<file path="src/hw/rtl/utf8_pkg.sv">
// Shared types and constants of the UTF-8 decoder and validator.
`timescale 1ns / 1ps

package utf8_pkg;

  // Status codes carried with each result.
  localparam logic [2:0] ST_OK        = 3'd0;
  localparam logic [2:0] ST_BAD       = 3'd1;
  localparam logic [2:0] ST_OVERLONG  = 3'd2;
  localparam logic [2:0] ST_SURROGATE = 3'd3;
  localparam logic [2:0] ST_RANGE     = 3'd4;
  localparam logic [2:0] ST_TRUNC     = 3'd5;

  // Lead byte boundaries.
  localparam logic [7:0] LEAD2_MIN = 8'hC0;
  localparam logic [7:0] LEAD3_MIN = 8'hE0;
  localparam logic [7:0] LEAD4_MIN = 8'hF0;
  localparam logic [7:0] LEAD_LIM  = 8'hF8;

  // Scalar value limits.
  localparam logic [20:0] MIN_LEN2   = 21'h00080;
  localparam logic [20:0] MIN_LEN3   = 21'h00800;
  localparam logic [20:0] MIN_LEN4   = 21'h10000;
  localparam logic [20:0] SURR_LO    = 21'h0D800;
  localparam logic [20:0] SURR_HI    = 21'h0DFFF;
  localparam logic [20:0] MAX_SCALAR = 21'h10FFFF;

  // Sequence lengths held in the state.
  localparam logic [2:0] LEN_IDLE = 3'd0;
  localparam logic [2:0] LEN_2    = 3'd2;
  localparam logic [2:0] LEN_3    = 3'd3;
  localparam logic [2:0] LEN_4    = 3'd4;

  // Payload of one input beat.
  typedef struct packed {
    logic [7:0] byte_value;
    logic       last_byte;
  } in_beat_t;

  // Payload of one result beat.
  typedef struct packed {
    logic [20:0] code_point;
    logic [2:0]  status;
    logic        end_of_string;
  } out_beat_t;

  // Decoder state carried between bytes.
  typedef struct packed {
    logic [20:0] partial;
    logic [1:0]  owed;
    logic [2:0]  seq_len;
  } dec_state_t;

endpackage

</file>
<file path="src/hw/rtl/utf8_chan_if.sv">
// Valid/ready channel interface carrying one payload beat.
`timescale 1ns / 1ps

interface utf8_chan_if #(
  parameter type payload_t = logic
) ();
  logic     valid;
  logic     ready;
  payload_t payload;

  modport source (output valid, output payload, input ready);
  modport sink   (input valid, input payload, output ready);
endinterface

</file>
<file path="src/hw/rtl/utf8_decoder_validator.sv">
// UTF-8 decoder and validator: top level with input and result registers.
// Each result is decoded from the input register and held in the result register.
// Throughput: one byte per cycle while the result register is free, set by the
// combinational decode step that closes the loop through the decoder state register.
// Reset (synchronous, rst_n low) empties both stages and returns the decoder
// to waiting for a lead byte.
`timescale 1ns / 1ps

module utf8_decoder_validator (
  input  logic         clk,
  input  logic         rst_n,
  utf8_chan_if.sink    in_chan,
  utf8_chan_if.source  out_chan
);

  logic                 s1_valid_r;
  utf8_pkg::in_beat_t   s1_beat_r;
  logic                 out_valid_r;
  utf8_pkg::out_beat_t  out_beat_r;
  utf8_pkg::dec_state_t state_r;
  utf8_pkg::dec_state_t state_nxt;
  logic                 res_valid;
  utf8_pkg::out_beat_t  res;
  logic                 advance;
  logic                 s1_ready;

  // The result register frees up when empty or when its beat is taken.
  assign advance  = !out_valid_r || out_chan.ready;
  assign s1_ready = !s1_valid_r || advance;

  assign in_chan.ready    = s1_ready;
  assign out_chan.valid   = out_valid_r;
  assign out_chan.payload = out_beat_r;

  // Decode step between the input register and the result register.
  utf8_step u_step (
    .state_cur (state_r),
    .beat_in   (s1_beat_r),
    .state_nxt (state_nxt),
    .res_valid (res_valid),
    .res       (res)
  );

  // Input register.
  always_ff @(posedge clk) begin
    if (!rst_n) begin
      s1_valid_r <= 1'b0;
    end else if (s1_ready) begin
      s1_valid_r <= in_chan.valid;
    end
    if (s1_ready && in_chan.valid) begin
      s1_beat_r <= in_chan.payload;
    end
  end

  // Decoder state and result register.
  always_ff @(posedge clk) begin
    if (!rst_n) begin
      state_r     <= '0;
      out_valid_r <= 1'b0;
    end else if (advance) begin
      out_valid_r <= s1_valid_r && res_valid;
      if (s1_valid_r) begin
        state_r <= state_nxt;
      end
    end
    if (advance && s1_valid_r && res_valid) begin
      out_beat_r <= res;
    end
  end

  // The owed count and the sequence length are idle together.
  a_state_consistent: assert property (@(posedge clk) disable iff (!rst_n)
    (state_r.owed == 2'd0) == (state_r.seq_len == utf8_pkg::LEN_IDLE))
    else $error("decoder state owes bytes without a sequence length");

  // A byte that ends a string always yields a result closing the string.
  a_last_gives_result: assert property (@(posedge clk) disable iff (!rst_n)
    advance && s1_valid_r && s1_beat_r.last_byte |=>
      out_valid_r && out_beat_r.end_of_string)
    else $error("end of string produced no closing result");

  // A good result is a Unicode scalar value.
  a_ok_is_scalar: assert property (@(posedge clk) disable iff (!rst_n)
    out_valid_r && out_beat_r.status == utf8_pkg::ST_OK |->
      out_beat_r.code_point <= utf8_pkg::MAX_SCALAR &&
      !(out_beat_r.code_point >= utf8_pkg::SURR_LO &&
        out_beat_r.code_point <= utf8_pkg::SURR_HI))
    else $error("good status with a value that is not a scalar");

  // An error result carries a zero value.
  a_err_zero: assert property (@(posedge clk) disable iff (!rst_n)
    out_valid_r && out_beat_r.status != utf8_pkg::ST_OK |->
      out_beat_r.code_point == 21'd0)
    else $error("error status with a nonzero value");

endmodule

</file>
<file path="src/hw/rtl/utf8_step.sv">
// Combinational decode of one byte against the current decoder state.
`timescale 1ns / 1ps

module utf8_step (
  input  utf8_pkg::dec_state_t state_cur,
  input  utf8_pkg::in_beat_t   beat_in,
  output utf8_pkg::dec_state_t state_nxt,
  output logic                 res_valid,
  output utf8_pkg::out_beat_t  res
);

  logic [7:0]  b;
  logic        last;
  logic        is_cont;
  logic [20:0] value;
  logic [1:0]  owed_dec;
  logic [2:0]  check_st;

  assign b        = beat_in.byte_value;
  assign last     = beat_in.last_byte;
  assign is_cont  = (b[7:6] == 2'b10);
  assign value    = {state_cur.partial[14:0], b[5:0]};
  assign owed_dec = state_cur.owed - 2'd1;

  // Range, surrogate and overlong checks on a completed sequence.
  always_comb begin
    check_st = utf8_pkg::ST_OK;
    priority if (state_cur.seq_len == utf8_pkg::LEN_2) begin
      if (value < utf8_pkg::MIN_LEN2) check_st = utf8_pkg::ST_OVERLONG;
    end else if (state_cur.seq_len == utf8_pkg::LEN_3) begin
      priority if (value >= utf8_pkg::SURR_LO && value <= utf8_pkg::SURR_HI) begin
        check_st = utf8_pkg::ST_SURROGATE;
      end else if (value < utf8_pkg::MIN_LEN3) begin
        check_st = utf8_pkg::ST_OVERLONG;
      end else begin
        check_st = utf8_pkg::ST_OK;
      end
    end else begin
      priority if (value > utf8_pkg::MAX_SCALAR) begin
        check_st = utf8_pkg::ST_RANGE;
      end else if (value < utf8_pkg::MIN_LEN4) begin
        check_st = utf8_pkg::ST_OVERLONG;
      end else begin
        check_st = utf8_pkg::ST_OK;
      end
    end
  end

  // Next state and result selection.
  always_comb begin
    state_nxt         = '0;
    res_valid         = 1'b0;
    res.code_point    = '0;
    res.status        = utf8_pkg::ST_OK;
    res.end_of_string = last;
    if (state_cur.owed == 2'd0) begin
      // Expecting a lead byte.
      priority if (!b[7]) begin
        res_valid      = 1'b1;
        res.code_point = {13'd0, b};
      end else if (b < utf8_pkg::LEAD2_MIN || b >= utf8_pkg::LEAD_LIM) begin
        res_valid  = 1'b1;
        res.status = utf8_pkg::ST_BAD;
      end else begin
        priority if (b < utf8_pkg::LEAD3_MIN) begin
          state_nxt.partial = {16'd0, b[4:0]};
          state_nxt.owed    = 2'd1;
          state_nxt.seq_len = utf8_pkg::LEN_2;
        end else if (b < utf8_pkg::LEAD4_MIN) begin
          state_nxt.partial = {17'd0, b[3:0]};
          state_nxt.owed    = 2'd2;
          state_nxt.seq_len = utf8_pkg::LEN_3;
        end else begin
          state_nxt.partial = {18'd0, b[2:0]};
          state_nxt.owed    = 2'd3;
          state_nxt.seq_len = utf8_pkg::LEN_4;
        end
        if (last) begin
          state_nxt  = '0;
          res_valid  = 1'b1;
          res.status = utf8_pkg::ST_TRUNC;
        end
      end
    end else if (!is_cont) begin
      // Broken sequence: drop it together with this byte.
      res_valid  = 1'b1;
      res.status = utf8_pkg::ST_BAD;
    end else if (owed_dec == 2'd0) begin
      // Sequence complete.
      res_valid      = 1'b1;
      res.status     = check_st;
      res.code_point = (check_st == utf8_pkg::ST_OK) ? value : '0;
    end else if (last) begin
      res_valid  = 1'b1;
      res.status = utf8_pkg::ST_TRUNC;
    end else begin
      state_nxt.partial = value;
      state_nxt.owed    = owed_dec;
      state_nxt.seq_len = state_cur.seq_len;
    end
  end

endmodule
</file>
<file path="src/flat_wrapper.sv">
// flat-port wrapper written by rule: the top's interface ports become plain ports
module utf8_decoder_validator_flat 
  (clk, rst_n, in_chan_valid, in_chan_payload, in_chan_ready, out_chan_valid, out_chan_payload, out_chan_ready);
  utf8_chan_if in_chan_i ();
  utf8_chan_if out_chan_i ();
  input  logic clk;
  input  logic rst_n;
  input wire logic [$bits(in_chan_i.valid)-1:0] in_chan_valid;
  input wire logic [$bits(in_chan_i.payload)-1:0] in_chan_payload;
  output wire logic [$bits(in_chan_i.ready)-1:0] in_chan_ready;
  output wire logic [$bits(out_chan_i.valid)-1:0] out_chan_valid;
  output wire logic [$bits(out_chan_i.payload)-1:0] out_chan_payload;
  input wire logic [$bits(out_chan_i.ready)-1:0] out_chan_ready;
  assign in_chan_i.valid = in_chan_valid;
  assign in_chan_i.payload = in_chan_payload;
  assign in_chan_ready = in_chan_i.ready;
  assign out_chan_valid = out_chan_i.valid;
  assign out_chan_payload = out_chan_i.payload;
  assign out_chan_i.ready = out_chan_ready;
  utf8_decoder_validator u_core (.clk(clk), .rst_n(rst_n), .in_chan(in_chan_i), .out_chan(out_chan_i));
endmodule
</file>
<file path="config.mk">
export PLATFORM = sky130hd
export DESIGN_NAME = utf8_decoder_validator_flat
export DESIGN_NICKNAME = d
export VERILOG_FILES = /design/src/hw/rtl/utf8_pkg.sv /design/src/hw/rtl/utf8_chan_if.sv /design/src/hw/rtl/utf8_decoder_validator.sv /design/src/hw/rtl/utf8_step.sv /design/src/flat_wrapper.sv
export SDC_FILE = /design/constraint.sdc
export NUM_CORES = 1
export LEC_CHECK = 0
export ABC_AREA = 1
export BUFFER_PORTS_ARGS = -buffer_cell sky130_fd_sc_hd__buf_2
export CORE_AREA = 4 4 41 43
export CTS_CLUSTER_DIAMETER = 60
export DETAILED_ROUTE_END_ITERATION = 16
export DIE_AREA = 0 0 45 47
export HOLD_SLACK_MARGIN = 0.15
export SLEW_MARGIN = 20
export SYNTH_ARGS = -nofsm -noshare
export SYNTH_HDL_FRONTEND = slang
export SYNTH_SLANG_ARGS = --single-unit
</file>
<file path="constraint.sdc">
create_clock -name clk -period 1.05 [get_ports clk]
set_clock_uncertainty 0.15 [all_clocks]
set_input_delay 0.1575 -clock clk [delete_from_list [all_inputs] [get_ports clk]]
set_output_delay 0.1575 -clock clk [all_outputs]
set_load 0.03 [all_outputs]
</file>
Yosys cells after proc, flatten, opt, wreduce, memory -nomap -nowiden:

Index checks and enable logic that the tools add are counted.

* register bits after elaboration: 4
* bits of input ports: 5
* word-level logic and storage cells: 10

* reduce and logical (&&, ||, !) cells: 6

Operators by type and width (number)
* 1-bit logical AND: 2
* 1-bit logical NOT: 2
* 1-bit logical OR: 2

Longest topological paths before layout:

Gate-level depths: netlist of the first run.

* depth in word-level cells: 4
* mapped depth: 4

Hierarchy:

A second synthesis of the first run with hierarchy kept.

* cells, all modules: 365
* area total of the unflattened synthesis: 2277.2 um^2

Modules (own cells, without submodules)
* utf8_decoder_validator: times used 1, cells each 186, area each 1391.3 um^2, seq. area each 620.6 um^2
* utf8_step: times used 1, cells each 179, area each 885.8 um^2, seq. area each 0.0 um^2

Worst setup path after synthesis of the first run:

OpenSTA, ideal clock, no wires.

* path kind: register -> register
* from: register u_core.out_valid_r, in the netlist u_core.out_chan.valid
* to: register u_core.s1_beat_r[0] (netlist name), enable pin
* setup time: 0.238 ns
* arrival time: 0.970 ns
* data required time: 0.662 ns
* path slack: -0.308 ns
* cell stages (with the launch flop): 4
* buffers on the path: 0
* period minus slack after synthesis: 1.358 ns
* cell sequence: dfxtp_1 -> nand3_2 -> nand2_1 -> inv_1

* word-level cells in the longest chain between the ends: 4

RTL lines
* start: declaration: RTL line utf8_decoder_validator.sv:18 `logic out_valid_r;`
* start signal: assignment: RTL line utf8_decoder_validator.sv:62 `out_valid_r <= s1_valid_r && res_valid;`
* 1-bit logical NOT: RTL line utf8_decoder_validator.sv:28 `assign advance = !out_valid_r || out_chan.ready;`
* 1-bit logical OR: RTL line utf8_decoder_validator.sv:28
* 1-bit logical OR: RTL line utf8_decoder_validator.sv:29 `assign s1_ready = !s1_valid_r || advance;`
* via in_chan_ready: RTL line flat_wrapper.sv:10 `output wire logic [$bits(in_chan_i.ready)-1:0] in_chan_ready;`
* 1-bit logical AND: RTL line utf8_decoder_validator.sv:51 `if (s1_ready && in_chan.valid) begin`
* end signal: assignment: RTL line utf8_decoder_validator.sv:52 `s1_beat_r <= in_chan.payload;`
* end: declaration: RTL line utf8_decoder_validator.sv:17 `utf8_pkg::in_beat_t s1_beat_r;`

The timed path passes the listed nets, and every way through them passes these cells.
A chain may end at the register's enable or synchronous reset.

Worst setup path after layout of the first run:

* from: register u_core.out_valid_r, in the netlist u_core.out_chan.valid
* to: output in_chan_ready

* word-level cells in the longest chain between the ends: 3

RTL lines (RTL line)
* 1-bit logical NOT: utf8_decoder_validator.sv:28
* 1-bit logical OR: utf8_decoder_validator.sv:28
* 1-bit logical OR: utf8_decoder_validator.sv:29
* end: declaration: flat_wrapper.sv:10

Every way passes these cells.

==> metrics.md, run 1 <==
| Metric | Value |
|---|---|
| Total count of hold-check failures in the final report | 0 |
| Hold endpoint | u_core.out_chan.valid |
| Sequential element share of the synthesized area | 0.645 |
| Worst-margin pin slew | 0.156 ns |
| Power Total | 430 µW |
| Routed WL per cell | 6.38 µm |
| Post-Synthesis Net Count | 20 |
| GRT busiest layer | met2 |
| Syn Area/Cell | 10.3 µm² |
| R2R Path Start | u_core.s1_valid_r |
| Crit Path Category | register to output pin |
| Placed Instance Area | 220 µm² |
| Yosys warnings | 0 |
| Number of distinct library cells after synthesis | 7 |
| Part of the total power dissipated in combinational logic | 0.110 |
| # DRC | 0 |
| Fmax | 908 MHz |
| Floorplan die area | 2120 µm² |
| Worst R2R End | u_core.out_chan.payload |
| Switching part of the total power | 0.209 |
| Routability congestion estimate | 0.567 |
| NumNets Final | 36 |
| H-tree levels | 1 |
| Maximum number of pins on one net before global-route repair | 5 |
| Detailed-router iteration count before antenna repair | 2 |
| Relative contribution of the clock network to total power | 0.471 |
| Layout area overhead | 91.9% |
| Worst r2r path cells | 2 |
| Maximum vdd drop | 0.428 mV |
| Final period util | 1.05 |
| Status | finished, violations left |
| Worst Hold Slack | 0.0912 ns |
| Final cell area excluding filler cells | 298 µm² |
| Die outline width | between 40 and 50 µm |
| Crit path DAT | just under 0.8 ns |
| Number of standard cells after synthesis | 15 |
| Vert. Die Dim | between 40 and 50 µm |
| Startpoint of the worst hold path | out_chan_ready |
| TritonCTS sink count | 4 |
| Worst setup slack after layout | -0.0515 ns |
| Req. time, crit path | ~0.74 ns |
| Synth Register Bits | 4 |
| Standard-cell rows | 13 |
| Relative contribution of sequential cells to total power | 0.418 |
| Fraction of met1 tracks used by global routing | 0.0366 |
| Average via count per standard cell | 3.24 |
| Vias in the first global route | 163 |
| Final ANT Viol Nets | 0 |
| Num ports | 8 |
| Worst path cell trace | nand3_4 -> buf_6 |
| Crit start category | register |
| Synthesized cell area | 155 µm² |
| Max Buffers Root-to-Sink | 2 |
| Worst path buffer plus inverter count | 1 |
| Core ar. | 1300 µm² |
| Num CTS Buffers | 3 |
| CP endpoint kind | output pin |
| Number of setup violations in the final report | 4 |
| Number of vias after detailed routing | 146 |
| Buffers on Ports | 7 |
| Initial antenna violation count | 0 |
| Insertion delay of the later-clocked pin in the worst-skew pair | 0.22 ns |
| Leakage power | 0.136 nW |
| Initial Util | 0.119 |
| Worst Setup Slack post-DPL | about 0.025 ns |
| Number of antenna cells inserted | 0 |
| Global Route met2 Usage | 0.0537 |
| Cell area power density | 1440 nW/µm² |
| Net switching power figure | 89.7 µW |
| Final slew viol count | 0 |
| Remaining global-route overflow | 0 |
| Reg2reg setup slack | 0.09 ns |
| Time the worst path needs with I/O delays and setup | 1.10 ns |
| Unrepaired setup endpoints after global routing | true |
| Slowest-stage cell, CP | sky130_fd_sc_hd__dfxtp_4 |
| Global-route wire length before repair | roughly 570 µm |
| Failing checks | setup timing |
| Total of max-cap violations | 0 |
| DR iter-0 viols | 1 |
| HPWL Detailed | 235 µm |
| Gr usage total | 0.0396 |
| Clock tree from TritonCTS | done |
| Internal power | 340 µW |
| Number of cells on the worst hold path | 4 |
| Delay of the slowest critical-path stage | 0.35 ns |
| Met3 Usage GRT | 0.0230 |
| Fraction of layout cells with a size suffix above 1 | 0.500 |
| Clock transition at path regs | 0.03 ns |
| Total detailed-routing wirelength | around 290 µm |
| Top cell family by delay on the critical path | flip-flops |
| Root cell of the clock tree | sky130_fd_sc_hd__clkbuf_4 |
| Relative slew slack | 0.897 |
| Worst hold path type | input port to register |
| Worst-path fanout max | 4 |
==> final cells by class <==
class / count / area, µm²
Fill cell: 155 / 1000
Sequential cell: 4 / 105
Timing Repair Buffer: 11 / 85.1
Multi-Input combinational cell: 6 / 43.8
Clock buffer: 4 / 26.3
Inverter: 5 / 18.8
Tap cell: 15 / 18.8
==> layer usage <==
metal / routed length, µm / part of all wire / vias up
met4: 0 / 0 / 0
met2: 136 / 0.47 / 6
li1: - / - / 77
met5: 0 / 0 / -
met1: 106 / 0.37 / 63
met3: 44 / 0.15 / 0
==> worst min-delay path: stages <==
cell	delay, ns
sky130_fd_sc_hd__buf_2	0.08
sky130_fd_sc_hd__inv_1	0.07
sky130_fd_sc_hd__nand2_1	0.07
sky130_fd_sc_hd__a21oi_1	0.05
==> power by group through the flow <==
stage | combinational [mW] | sequential, mW | clock (mW)
final | 0.0474 | 0.180 | 0.203
after global routing | 0.0541 | 0.181 | 0.218
after CTS | 0.0472 | 0.180 | 0.214
after detailed placement | 0.0363 | 0.181 | 0
after global placement | 0.0353 | 0.181 | 0
after floorplan | 0.0143 | 0.189 | 0
==> metrics by stage <==
step | util | instances | TNS, ns
floorplan | - | 15 | -0.00860
global placement | 0.169 | 37 | 0
detailed placement | 0.169 | 37 | 0
CTS | 0.223 | 44 | -0.175
global route | 0.229 | 45 | -0.275
finish | 0.229 | 45 | -0.133
==> logic make-up after synthesis <==
group | count (synthesis) | synth area share
flip-flops | 4 | 0.645
buffers and inverters | 5 | 0.121
AND/OR/NAND/NOR | 3 | 0.113
AO/OA/AOI/OAI | 3 | 0.121
==> cell usage in the layout, fill, tap and decap left out, drive strengths merged <==
cell type	netlist	final
inv	5	5
clkbuf	0	4
nand2	2	2
nand3	1	1
dfxtp	2	2
edfxtp	2	2
dlygate4sd3	0	3
buf	0	8
a21oi	3	3
==> what timing repair did <==
action,4_1_cts,5_1_grt
pin swaps,0,0
buffers inserted,0,1
setup endpoints to repair,3,4
hold buffers,3,1
resized for setup,5,0
gates cloned,0,0
hold endpoints to repair,4,3
==> cells in the mapped netlist, drive strengths merged <==
| cell | n | area share |
|---|---|---|
| nand2 | 2 | 0.048 |
| dfxtp | 2 | 0.26 |
| inv | 5 | 0.12 |
| nand3 | 1 | 0.065 |
| edfxtp | 2 | 0.39 |
| a21oi | 3 | 0.12 |
==> state kept, by name (all words and copies together), names as in the netlist <==
register,cells
u_core.out_chan.valid,1
u_core.s1_valid_r,1
u_core.out_chan.payload,1
u_core.s1_beat_r,1
==> how the worst max path moves through the flow <==
stage,start,to,slack [ns],cells past startpoint
2_1_floorplan,u_core.out_chan.valid,u_core.s1_beat_r[0],-0.009,3
3_5_place_dp,u_core.s1_valid_r,u_core.out_chan.payload,0.02,2
4_1_cts,u_core.out_chan.valid,in_chan_ready,-0.08,2
5_1_grt,u_core.out_chan.valid,in_chan_ready,-0.09,2
3_3_place_gp,u_core.s1_valid_r,u_core.out_chan.payload,0.05,2
6_report,u_core.out_chan.valid,in_chan_ready,-0.05,2
Power figures use the tool's default switching activity.
==> inputs of run 2 (changes only) <==
--- a/config.mk
+++ b/config.mk
@@ -5,7 +5,7 @@
 export SDC_FILE = /design/constraint.sdc
 export NUM_CORES = 1
 export LEC_CHECK = 0
-export ABC_AREA = 1
+export ABC_AREA = 0
 export BUFFER_PORTS_ARGS = -buffer_cell sky130_fd_sc_hd__buf_2
 export CORE_AREA = 4 4 41 43
 export CTS_CLUSTER_DIAMETER = 60
==> metrics.md, run 2 <==
| Metric | Value |
|---|---|
| Gr usage total | 0.0562 |
| Root cell of the clock tree | sky130_fd_sc_hd__clkbuf_4 |
| Worst Hold Slack | 0.137 ns |
| Sum of negative setup slack | -0.321 ns |
| Vert. Die Dim | between 40 and 50 µm |
| Post-Synthesis Net Count | 16 |
| Top library cells by usage in the layout, fill and taps aside | sky130_fd_sc_hd__buf_2, sky130_fd_sc_hd__clkbuf_4, sky130_fd_sc_hd__dlygate4sd3_1 |
| CP endpoint kind | output pin |
| Standard-cell rows | 13 |
| Most common cell after layout, fill and taps aside | sky130_fd_sc_hd__buf_2 |
| Worst path cell trace | buf_12 -> nand3b_4 -> buf_6 |
| Average via count per standard cell | 3.19 |
| Total count of hold-check failures in the final report | 0 |
| Crit start category | register |
| Num CTS Buffers | 3 |
| Post-synth ARST share | 0 |
| Vias in the first global route | 166 |
| Cell type with the highest aggregate area in the netlist | sky130_fd_sc_hd__edfxtp_1 |
| Number of fill cells in the layout | about 150 |
| Detailed-router iteration count before antenna repair | 2 |
| Status | finished, violations left |
| Placed cell count | 34 |
| Number of setup violations in the final report | 4 |
| Number of vias after detailed routing | 134 |
| Crit path DAT | ~0.90 ns |
| Final ANT Viol Nets | 0 |
| Routed WL per cell | 9.14 µm |
| H-tree levels | 1 |
| Floorplan die area | around 2100 µm² |
| Initial antenna violation count | 0 |
| Max Buffers Root-to-Sink | 2 |
| Worst-path fanout max | 2 |
| EDFF count, synth | 2 |
| Number of distinct library cells after synthesis | 9 |
| Maximum vdd drop | about 0.68 mV |
| Time the worst path needs with I/O delays and setup | 1.21 ns |
| Synth Register Bits | 4 |
| Worst setup slack after layout | -0.161 ns |
| # DRC | 0 |
| Worst path buffer plus inverter count | 2 |
| Insertion delay of the later-clocked pin in the worst-skew pair | 0.24 ns |
| Yosys warnings | 0 |
| Maximum number of pins on one net before global-route repair | 5 |
| Slowest-stage cell, CP | sky130_fd_sc_hd__dfxtp_4 |
| Delay of the slowest critical-path stage | 0.35 ns |
| Fraction of layout cells with a size suffix above 1 | 0.667 |
| Top cells by area, synth | sky130_fd_sc_hd__edfxtp_1, sky130_fd_sc_hd__dfxtp_1, sky130_fd_sc_hd__nand3b_4 |
| Placed Instance Area | 245 µm² |
| Clock tree from TritonCTS | done |
| Commonest cells in the netlist | sky130_fd_sc_hd__dfxtp_1, sky130_fd_sc_hd__edfxtp_1 |
| Total detailed-routing wirelength | 384 µm |
| Number of antenna cells inserted | 0 |
| Leakage power | between 0.15 and 0.2 nW |
| Top cell family by delay on the critical path | flip-flops |
| Fmax | 826 MHz |
| Global-route wire length before repair | 731 µm |
| Sequential element share of the synthesized area | 0.611 |
| Buffers on Ports | 7 |
| Core ar. | 1300 µm² |
| Relative slew slack | 0.897 |
| Number of buffers inserted by hold repair at cts | 3 |
| Routability congestion estimate | 0.697 |
| Cell Count, Final, Fillers Out | 42 |
| Unrepaired setup endpoints after global routing | true |
| Post-synth top area share | 0.366 |
| Power Total | 455 µW |
| NumNets Final | 33 |
| Num ports | 8 |
| Number of standard cells after synthesis | 11 |
| Final slew viol count | 0 |
| Final cell area excluding filler cells | 327 µm² |
| Dominant synthesized flop cell | sky130_fd_sc_hd__edfxtp_1 |
| Cell area power density | between 1000 and 1500 nW/µm² |
| Worst-margin pin slew | 0.156 ns |
| Syn Area/Cell | 14.9 µm² |
| Worst Setup Slack post-DPL | about 0.015 ns |
| Initial Util | 0.126 |
| Utilization after layout | 0.251 |
| Remaining global-route overflow | 0 |
| Die outline width | roughly 45 µm |
| Total of max-cap violations | 0 |
| Worst hold path type | input port to register |
| Failing checks | setup timing |
| Layout area overhead | 99.2% |
| Clock transition at path regs | 0.05 ns |
| DR iter-0 viols | 1 |
| TritonCTS sink count | 4 |
| Req. time, crit path | 0.74 ns |
| Crit Path Category | register to output pin |
| Synthesized cell area | 164 µm² |
| Final period util | 1.15 |
## run 2: cell types whose count changed after synthesis, sizes merged
cell | previous run | this run
a21boi | 0 | 1
a21oi | 3 | 1
inv | 5 | 1
nand2 | 2 | 0
nand3 | 1 | 0
nand3b | 0 | 1
nor2b | 0 | 2
o21a | 0 | 1
## run 2: tightest hold or removal path, stage by stage
cell                      delay, ns
sky130_fd_sc_hd__buf_2         0.12
sky130_fd_sc_hd__nor2b_4       0.05
sky130_fd_sc_hd__o21a_1        0.16
## run 2: metal layers
metal | global-route usage | wire, µm
met3 | 0.0690 | 53
met4 | 0.0175 | 0
met5 | 0 | 0
met1 | 0.0549 | 187
met2 | 0.0734 | 144
## run 2: worst paths after layout
path                         startpoint                       to  slack [ns]  cells after the start
hold / removal           out_chan_ready    u_core.out_chan.valid        0.14                      3
setup reg to reg  u_core.out_chan.valid      u_core.s1_beat_r[0]       -0.01                      2
setup / recovery  u_core.out_chan.valid            in_chan_ready       -0.16                      3
hold reg to reg     u_core.s1_beat_r[0]  u_core.out_chan.payload        0.26                      0
## run 2: cells by family after synthesis
logic type	after synthesis	synth area share
DFF	4	0.611
AOI/OAI and AO/OA	3	0.122
buffers and inverters	1	0.0229
and+or+nand+nor	3	0.244
## run 2: final cells by class
type | instances | area, µm² | area share
sequential | 4 | 105 | 0.322
timing repair buffer | 12 | 105 | 0.322
multi-input combinational | 6 | 67.6 | 0.207
clock buffer | 4 | 26.3 | 0.0805
tap | 15 | 18.8 | 0.0575
inverter | 1 | 3.75 | 0.0115
## run 2: repair_timing
action | 4_1_cts | 5_1_grt
cloned | 0 | 0
pin swaps | 1 | 0
resized for setup | 4 | 2
setup buffers | 1 | 0
endpoints found under the hold margin | 3 | 2
endpoints found under the setup margin | 4 | 6
## run 2: power by group
| part | total [mW] | internal, mW | switching [mW] |
|---|---|---|---|
| sequential | 0.180 | 0.173 | 0.00670 |
| clock | 0.214 | 0.143 | 0.0713 |
| combinational | 0.0603 | 0.0362 | 0.0241 |
| total | 0.455 | 0.353 | 0.102 |
==> inputs of run 3 (changes only) <==
--- a/config.mk
+++ b/config.mk
@@ -7,11 +7,11 @@
 export LEC_CHECK = 0
 export ABC_AREA = 0
 export BUFFER_PORTS_ARGS = -buffer_cell sky130_fd_sc_hd__buf_2
-export CORE_AREA = 4 4 41 43
-export CTS_CLUSTER_DIAMETER = 60
+export CORE_AREA = 2 2 39 41
 export DETAILED_ROUTE_END_ITERATION = 16
-export DIE_AREA = 0 0 45 47
+export DIE_AREA = 0 0 41 43
 export HOLD_SLACK_MARGIN = 0.15
+export PLACE_DENSITY_LB_ADDON = 0.2
 export SLEW_MARGIN = 20
 export SYNTH_ARGS = -nofsm -noshare
 export SYNTH_HDL_FRONTEND = slang
==> metrics.md, run 3 (synthesis results as in run 2) <==
| Metric | Value |
|---|---|
| Status | finished, violations left |
| Failing checks | setup timing |
| Number of vias after detailed routing | 148 |
| Die outline width | ~41 µm |
| H-tree levels | 1 |
| Worst-path fanout max | 2 |
| Total detailed-routing wirelength | 334 µm |
| Relative slew slack | 0.922 |
| Number of antenna cells inserted | 0 |
| Multi-input gate area in the final layout | roughly 66 µm² |
| Leakage power | between 0.15 and 0.2 nW |
| Max Buffers Root-to-Sink | 2 |
| Register Area | 108 µm² |
| Worst hold path type | input port to register |
| # DRC | 0 |
| Detailed-router iteration count before antenna repair | 1 |
| Vert. Die Dim | about 43 µm |
| Final slew viol count | 0 |
| Standard-cell rows | 14 |
| Global-route wire length before repair | 593 µm |
| Average via count per standard cell | approximately 3.4 |
| Req. time, crit path | 0.74 ns |
| Total count of hold-check failures in the final report | 0 |
| Clock tree from TritonCTS | done |
| Gr usage total | 0.0603 |
| CP endpoint kind | output pin |
| Initial antenna violation count | 0 |
| Num ports | 8 |
| Crit start category | register |
| Worst Setup Slack post-DPL | roughly 0.014 ns |
| Unrepaired setup endpoints after global routing | true |
| Total of max-cap violations | 0 |
| Insertion delay of the later-clocked pin in the worst-skew pair | 0.23 ns |
| Maximum number of pins on one net before global-route repair | 4 |
| Num CTS Buffers | 3 |
| Fmax | 899 MHz |
| Worst setup slack after layout | -0.0625 ns |
| TritonCTS sink count | 4 |
| Routed WL per cell | 7.77 µm |
| Floorplan die area | approximately 1800 µm² |
| Vias in the first global route | 149 |
| Number of setup violations in the final report | 3 |
| Number of fill cells in the layout | ~160 |
| Worst path cell trace | nand3b_4 -> buf_6 |
| Root cell of the clock tree | sky130_fd_sc_hd__clkbuf_4 |
| Fraction of layout cells with a size suffix above 1 | 0.667 |
| Clock transition at path regs | roughly 0.040 ns |
| Top library cells by usage in the layout, fill and taps aside | sky130_fd_sc_hd__clkbuf_4, sky130_fd_sc_hd__buf_2, sky130_fd_sc_hd__dlygate4sd3_1, sky130_fd_sc_hd__buf_6 |
| Buffers on Ports | 7 |
| Worst-margin pin slew | 0.117 ns |
| Maximum vdd drop | 0.439 mV |
| Initial Util | 0.118 |
| Slowest-stage cell, CP | sky130_fd_sc_hd__dfxtp_4 |
| Sum of negative setup slack | -0.109 ns |
| Time the worst path needs with I/O delays and setup | 1.11 ns |
| Delay of the slowest critical-path stage | 0.35 ns |
| Final ANT Viol Nets | 0 |
| Remaining global-route overflow | 0 |
| Core ar. | 1380 µm² |
| Cell area power density | 1390 nW/µm² |
| NumNets Final | 33 |
| Routability congestion estimate | 0.620 |
| Crit path DAT | 0.81 ns |
| DR iter-0 viols | 0 |
| Crit Path Category | register to output pin |
| Layout area overhead | 96.9% |
| Final period util | 1.06 |
==> run 3: critical path: cells and delay by family (launching register included) <==
family	cells	cell delay [ns]
DFF	1	0.35
and+or+nand+nor	1	0.08
buffers and inverters	1	0.14
==> run 3: cell type report <==
type | instances | share of cell area
inverters | 1 | 0.0116
multi-input cells | 6 | 0.205
repair buffers | 12 | 0.306
clock buffers | 4 | 0.0814
well taps | 16 | 0.0620
flip-flops and latches | 4 | 0.333
==> run 3: power breakdown <==
part,switching (mW),internal [mW]
combinational,0.0235,0.0333
clock,0.0693,0.143
sequential,0.00623,0.172
total,0.0990,0.348
==> run 3: path summary, 6_finish.rpt <==
check / from / end / slack, ns / depth (start not counted)
max reg2reg: u_core.out_chan.valid / u_core.s1_beat_r[0] / 0.03 / 2
max: u_core.s1_valid_r / in_chan_ready / -0.06 / 2
min: in_chan_valid / u_core.s1_beat_r[0] / 0.12 / 3
min reg2reg: u_core.s1_beat_r[0] / u_core.out_chan.payload / 0.27 / 0
==> run 3: stage by stage <==
step	hold WS [ns]	util	instances	instance area (µm²)	total power, mW
final	0.116	0.233	43	323	0.447
after global placement	0.192	0.164	34	226	0.218
after floorplan	0.106	-	11	171	0.204
after global routing	0.127	0.233	43	323	0.483
after CTS	0.0784	0.220	42	304	0.446
after detailed placement	0.196	0.164	34	226	0.220
==> run 3: metal layers <==
metal,GRT usage,share of wire,vias to the layer above
met5,0,0,-
met1,0.0581,0.41,62
met2,0.0625,0.35,11
li1,-,-,72
met4,0.0400,0.051,0
met3,0.0838,0.18,3
==> run 3: what timing repair did <==
item | 4_1_cts | 5_1_grt
endpoints found under the hold margin | 4 | 2
buffers inserted | 2 | 0
hold buffers | 2 | 1
pin swaps | 1 | 0
endpoints found under the setup margin | 3 | 5
gates cloned | 0 | 0
gates resized for setup | 6 | 3
